`src/sv/nd_cubic_spline_eval_macros.svh`:
```
// Assertion macros shared by the spline evaluator RTL
`ifndef ND_CUBIC_SPLINE_EVAL_MACROS_SVH
`define ND_CUBIC_SPLINE_EVAL_MACROS_SVH

// same-cycle implication, checked on clk, off during rst
`define CSPL_ASSERT_IMPLY(label, ante, cons, msg) \
  label: assert property (@(posedge clk) disable iff (rst) (ante) |-> (cons)) else $error(msg);

// next-cycle implication, checked on clk, off during rst
`define CSPL_ASSERT_NEXT(label, ante, cons, msg) \
  label: assert property (@(posedge clk) disable iff (rst) (ante) |=> (cons)) else $error(msg);

`endif

```
`src/sv/cspl_pkg.sv`:
```
// Shared constants, types and codes for the cubic spline evaluator
`timescale 1ns / 1ps
`default_nettype none
package cspl_pkg;
  localparam int AXES       = 3;
  localparam int NODES      = 16;
  localparam int MAX_AXES   = 3;
  localparam int CSPAN      = NODES + 2;
  localparam int COEF_DEPTH = CSPAN ** AXES;
  localparam int NODE_DEPTH = NODES ** AXES;
  localparam int COEF_AW    = $clog2(COEF_DEPTH);
  localparam int NODE_AW    = $clog2(NODE_DEPTH);
  localparam int NEAR_W     = $clog2(NODES);
  localparam int CW         = $clog2(CSPAN + 1);
  localparam int AX_W       = (AXES > 1) ? $clog2(AXES) : 1;
  localparam int DATA_W     = 32;
  localparam int MUL_W      = 34;
  localparam int PRODW      = 2 * MUL_W;
  localparam int W_W        = 19;
  localparam int P_W        = 24;
  localparam int ACC_W      = 64;
  localparam int OUT_W      = 48;
  localparam int Q_ONE      = 65536;

  typedef enum logic [1:0] {
    REQ_LOAD_COEF = 2'd0,
    REQ_LOAD_NODE = 2'd1,
    REQ_EVAL      = 2'd2
  } req_t;

  typedef enum logic [2:0] {
    CFG_ORIGIN_AXIS0   = 3'd0,
    CFG_ORIGIN_AXIS1   = 3'd1,
    CFG_ORIGIN_AXIS2   = 3'd2,
    CFG_INV_STEP_AXIS0 = 3'd3,
    CFG_INV_STEP_AXIS1 = 3'd4,
    CFG_INV_STEP_AXIS2 = 3'd5
  } cfg_reg_t;

  typedef enum logic [3:0] {
    ST_IDLE, ST_SUB, ST_MUL, ST_POS, ST_F2, ST_F3, ST_G2, ST_G3,
    ST_TADDR, ST_WMUL, ST_WRND, ST_CMUL, ST_ACC, ST_ROUND, ST_NRD, ST_NOUT
  } state_t;

  typedef struct packed {
    logic               coef_we;
    logic               node_we;
    logic               coef_rd;
    logic               node_rd;
    logic [COEF_AW-1:0] coef_addr;
    logic [NODE_AW-1:0] node_addr;
    logic [DATA_W-1:0]  wdata;
  } tbl_cmd_t;
endpackage
`default_nettype wire

```
`src/sv/cspl_mul.sv`:
```
// Shared signed multiplier with registered product
`timescale 1ns / 1ps
`default_nettype none
module cspl_mul
  import cspl_pkg::*;
(
  input  wire logic                    clk,
  input  wire logic signed [MUL_W-1:0] op_a,
  input  wire logic signed [MUL_W-1:0] op_b,
  output logic signed [PRODW-1:0]      prod
);
  always_ff @(posedge clk) begin
    prod <= op_a * op_b;
  end
endmodule
`default_nettype wire

```
`config.mk`:
```
export PLATFORM = sky130hd
export DESIGN_NAME = cspl_mul
export DESIGN_NICKNAME = d
export VERILOG_FILES = /design/src/sv/nd_cubic_spline_eval_macros.svh /design/src/sv/cspl_pkg.sv /design/src/sv/cspl_mul.sv
export SDC_FILE = /design/constraint.sdc
export NUM_CORES = 2
export LEC_CHECK = 0
export BUFFER_PORTS_ARGS = -buffer_cell sky130_fd_sc_hd__clkbuf_2
export CORE_MARGIN = 1
export CORE_UTILIZATION = 60
export DETAILED_ROUTE_END_ITERATION = 7
export PLACE_DENSITY = 0.89
export SLEW_MARGIN = 5
export SYNTH_ARGS = -nofsm -noshare
export SYNTH_HDL_FRONTEND = slang
export SYNTH_SLANG_ARGS = --single-unit
```
`constraint.sdc`:
```
create_clock -name clk -period 10.16 [get_ports clk]
set_input_delay 3.048 -clock clk [delete_from_list [all_inputs] [get_ports clk]]
set_output_delay 3.048 -clock clk [all_outputs]
set_load 0.02 [all_outputs]
```
**After elaboration in Yosys (flattened, before gate mapping)**

Index checks and enable logic that the tools add are counted.

- Register bits after elaboration: 68
- Bits of input ports: 69
- Output and inout bits: 68
- Logic and storage cells: 2

- Multipliers: 1

Operators with widths:

| kind | count |
|---|---|
| $mul A34 B34 Y68 | 1 |

**Longest topological paths before layout**

- Word-level depth: 1
- Mapped depth: 31
- Depth with buffers taken out: 29

**Worst setup path before layout**

Ideal clock, no wire load.

- Path kind: input -> register
- From: in op_a[33]
- To: reg prod[65]
- Library setup time: 72 ps
- Arrival: 10466 ps
- Required time: 10088 ps
- Path slack: -378 ps
- Cell stages on the path: 24
- Path buffers: 2
- Cells stage by stage: clkbuf_1 -> nand2_1 -> inv_1 -> fa_1 -> fa_1 -> fa_1 -> fa_1 -> inv_1 -> fa_1 -> fa_1 -> fa_1 -> fa_1 -> inv_1 -> ha_1 -> clkdlybuf4s50_2 -> nand3_1 -> or2_2 -> nor2_1 -> a221oi_1 -> o21ai_0 -> a31oi_2 -> nor2_2 -> o41ai_2 -> xnor2_1

- Cells in the longest elaborated chain, start to end: 1

RTL lines:

| what | line | text |
|---|---|---|
| from (decl) | cspl_mul.sv:8 | `input wire logic signed [MUL_W-1:0] op_a,` |
| $mul A34 B34 Y68 | cspl_mul.sv:13 | `prod <= op_a * op_b;` |
| to (signal assigned) | cspl_mul.sv:13 |  |
| to (decl) | cspl_mul.sv:10 | `output logic signed [PRODW-1:0] prod` |

Every way passes these cells.

**Worst setup path in the final report**

- From: in op_a[27]
- To: reg prod[65]

Same word-level chain as after synthesis.

==> flow_metrics.tcl <==
set metrics [dict create \
    postCtsHoldBufs 0 \
    crit_buf_inv 7 \
    crit_arrival_ns 10.68 \
    tightest_slew_ns 0.5368 \
    pin_count 137 \
    synth.avg_cell_area_um2 9.448 \
    grt_util_all_layers 0.3928 \
    dr.pass1.iters 8 \
    drtAntennaViolNets 0 \
    worstSetupStartpoint "op_a[27]" \
    relSlewSlack 0.6411 \
    regMostFlops "prod" \
    rows 97 \
    final_util 0.6961 \
    floorplan.initialDensity 0.6102 \
    yosysSeqAreaShare 0.03164 \
    path_depth 27 \
    dp_hpwl_um 111300 \
    root_buffer "clkbuf_16" \
    final_cell_mix "inv_1, fa_1, and2_1, nand2_1, buf_4" \
    worst-endpoint-required_ns 10.46 \
    totalWireLength_um 142200 \
    grt_pass1_wl_um 216000 \
    final-hold-violation-count 0 \
    gp_congestion 0.9679 \
    grt_max_degree 24 \
    worstSetupPathType "input pin to register" \
    hold_class "input pin to register" \
    async_flop_share 0 \
    period_share 1.022 \
    crit_end "prod[65]" \
    largest_reg_flops 68 \
    grt-ovfl-total 0 \
    status "complete, but fails checks" \
    cp-end-kind "register" \
    nNetsFinal 6466 \
    syn_nets 6068 \
    drt_iter0_drc 3966 \
    area_growth_pct 14.08 \
    clock_path_buffers 2 \
    synthCells 4554 \
    syn_area_mm2 0.04303 \
    cap_violations 0 \
    clk_pin_slew_worst_paths_ns 0.08 \
    dieArea_mm2 0.07279 \
    top_regs "prod (68)" \
    slew_violations 0 \
    failed_checks "design-rule violations, negative setup slack" \
    setup_viol 6 \
    die_y_um 269.8 \
    numCtsBuffers 9 \
    cpLargestDelayFamily "adder cells" \
    layout-drive-gt1-share 0.1531 \
    cp_max_fo 14 \
    synth.distinct_cells 69 \
    rsz0062_at_grt "yes" \
    crit_slowest_cell "fa_1" \
    vias 35340 \
    ys_ff_latch 68 \
    cts.sinks 68 \
    grt_pass1_vias 40390 \
    core_mm2 0.07051 \
    via_per_inst 5.988 \
    fp.dieW_um 269.8 \
    cpPeakStageDelay_ns 0.70 \
    wl_per_cell_um 24.10 \
    synth_edf_count 0 \
    path_common_cell "fa_1" \
    cts_tree "done" \
    fin_crit_ns 10.38 \
    fillers 4270 \
    htree_num_levels 3 \
    synth_warnings 0 \
    fmax_ghz 0.09635 \
    antenna_found_initial 9 \
    drc 7 \
    fin_setup_tns_ns -0.5565 \
    cp-start-kind "input pin" \
    setup_ws_ns -0.2192 \
    synth-main-ff-cell "dfxtp_1" \
    port_buffers 136 \
]
-- worst min-delay path by stage --
stage / startpoint / end / slack [ns] / depth (start not counted)
final: op_b[0] / prod[0] / 3.14 / 2
after global placement: prod[19] / prod[19] / 3.46 / 1
after detailed placement: prod[19] / prod[19] / 3.46 / 1
after global routing: op_b[0] / prod[0] / 3.14 / 2
after floorplan: op_a[0] / prod[0] / 3.18 / 1
after CTS: op_b[0] / prod[0] / 3.10 / 2
-- kinds of logic (layout without fill, tap and decap cells) --
| family | Yosys count | after routing | synth area share |
|---|---|---|---|
| flip-flops | 68 | 68 | 0.03164 |
| buffers and inverters | 1460 | 1863 | 0.1284 |
| XOR/XNOR | 79 | 79 | 0.01608 |
| AO/OA/AOI/OAI | 206 | 206 | 0.03347 |
| AND/OR/NAND/NOR | 1296 | 1296 | 0.1537 |
| other | 0 | 5 | 0 |
| adder cells (fa/ha/maj) | 1445 | 1445 | 0.6367 |
-- stage by stage --
step	instances	instance area [µm²]	setup WS (ns)	hold slack (ns)
CTS	5874	48550	-0.04401	3.099
global route	5900	49080	-0.4517	3.137
finish	5902	49090	-0.2192	3.136
global placement	5854	48000	-0.5187	3.461
detailed placement	5854	48000	-0.8601	3.461
floorplan	4554	43040	0.09784	3.175
-- cell usage after synthesis, drive strengths merged (2+ instances only) --
master | count | area share
fa | 1241 | 0.58
inv | 1231 | 0.11
and2 | 623 | 0.091
nand2 | 542 | 0.047
clkbuf | 217 | 0.019
ha | 204 | 0.059
dfxtp | 68 | 0.032
a21oi | 63 | 0.0075
nor2 | 56 | 0.0050
xnor2 | 56 | 0.011
o21ai | 41 | 0.0052
a21o | 37 | 0.0065
xor2 | 23 | 0.0047
nand2b | 20 | 0.0029
o21bai | 12 | 0.0021
nand3 | 11 | 0.0013
nand4 | 11 | 0.0016
a31oi | 10 | 0.0021
buf | 9 | 0.0014
nor2b | 9 | 0.0013
and3 | 8 | 0.0013
a211oi | 7 | 0.0013
o41ai | 6 | 0.0017
nor3 | 5 | 0.00058
a221oi | 4 | 0.00096
o21a | 4 | 0.00070
or2 | 4 | 0.00058
a211o | 3 | 0.00064
o211ai | 3 | 0.00052
a2111o | 2 | 0.00052
a21bo | 2 | 0.00047
a311oi | 2 | 0.00055
and4 | 2 | 0.00041
o221ai | 2 | 0.00041
o31ai | 2 | 0.00099
or3 | 2 | 0.00032
-- final cells by class --
cell class                      count  area, µm²  area share
Multi-Input combinational cell   3026      36560      0.7449
Timing Repair Buffer              615       5042      0.1027
Inverter                         1232       4624     0.09421
Clock buffer                        9      225.2    0.004588
Antenna cell                        5      12.51   0.0002549
Clock inverter                      7      82.58    0.001682
Tap cell                          940       1176     0.02396
Sequential cell                    68       1361     0.02773
-- routing by layer --
metal,track usage,routed length [µm],up-vias
met4,0.3231,15220,12
met1,0.4244,41920,17340
met5,0.002632,115,-
li1,-,-,13580
met2,0.6245,66090,3149
met3,0.1375,18900,1262
-- timing repair --
| item | in CTS | in global routing |
|---|---|---|
| endpoints found under the setup margin | 17 | 19 |
| pin swaps | 28 | 53 |
| buffers inserted | 4 | 23 |
| gates resized for setup | 53 | 113 |
Power is left out: the tool's default activity adds up to more than one toggle a clock period on the data nets, which glitch-free logic cannot reach.
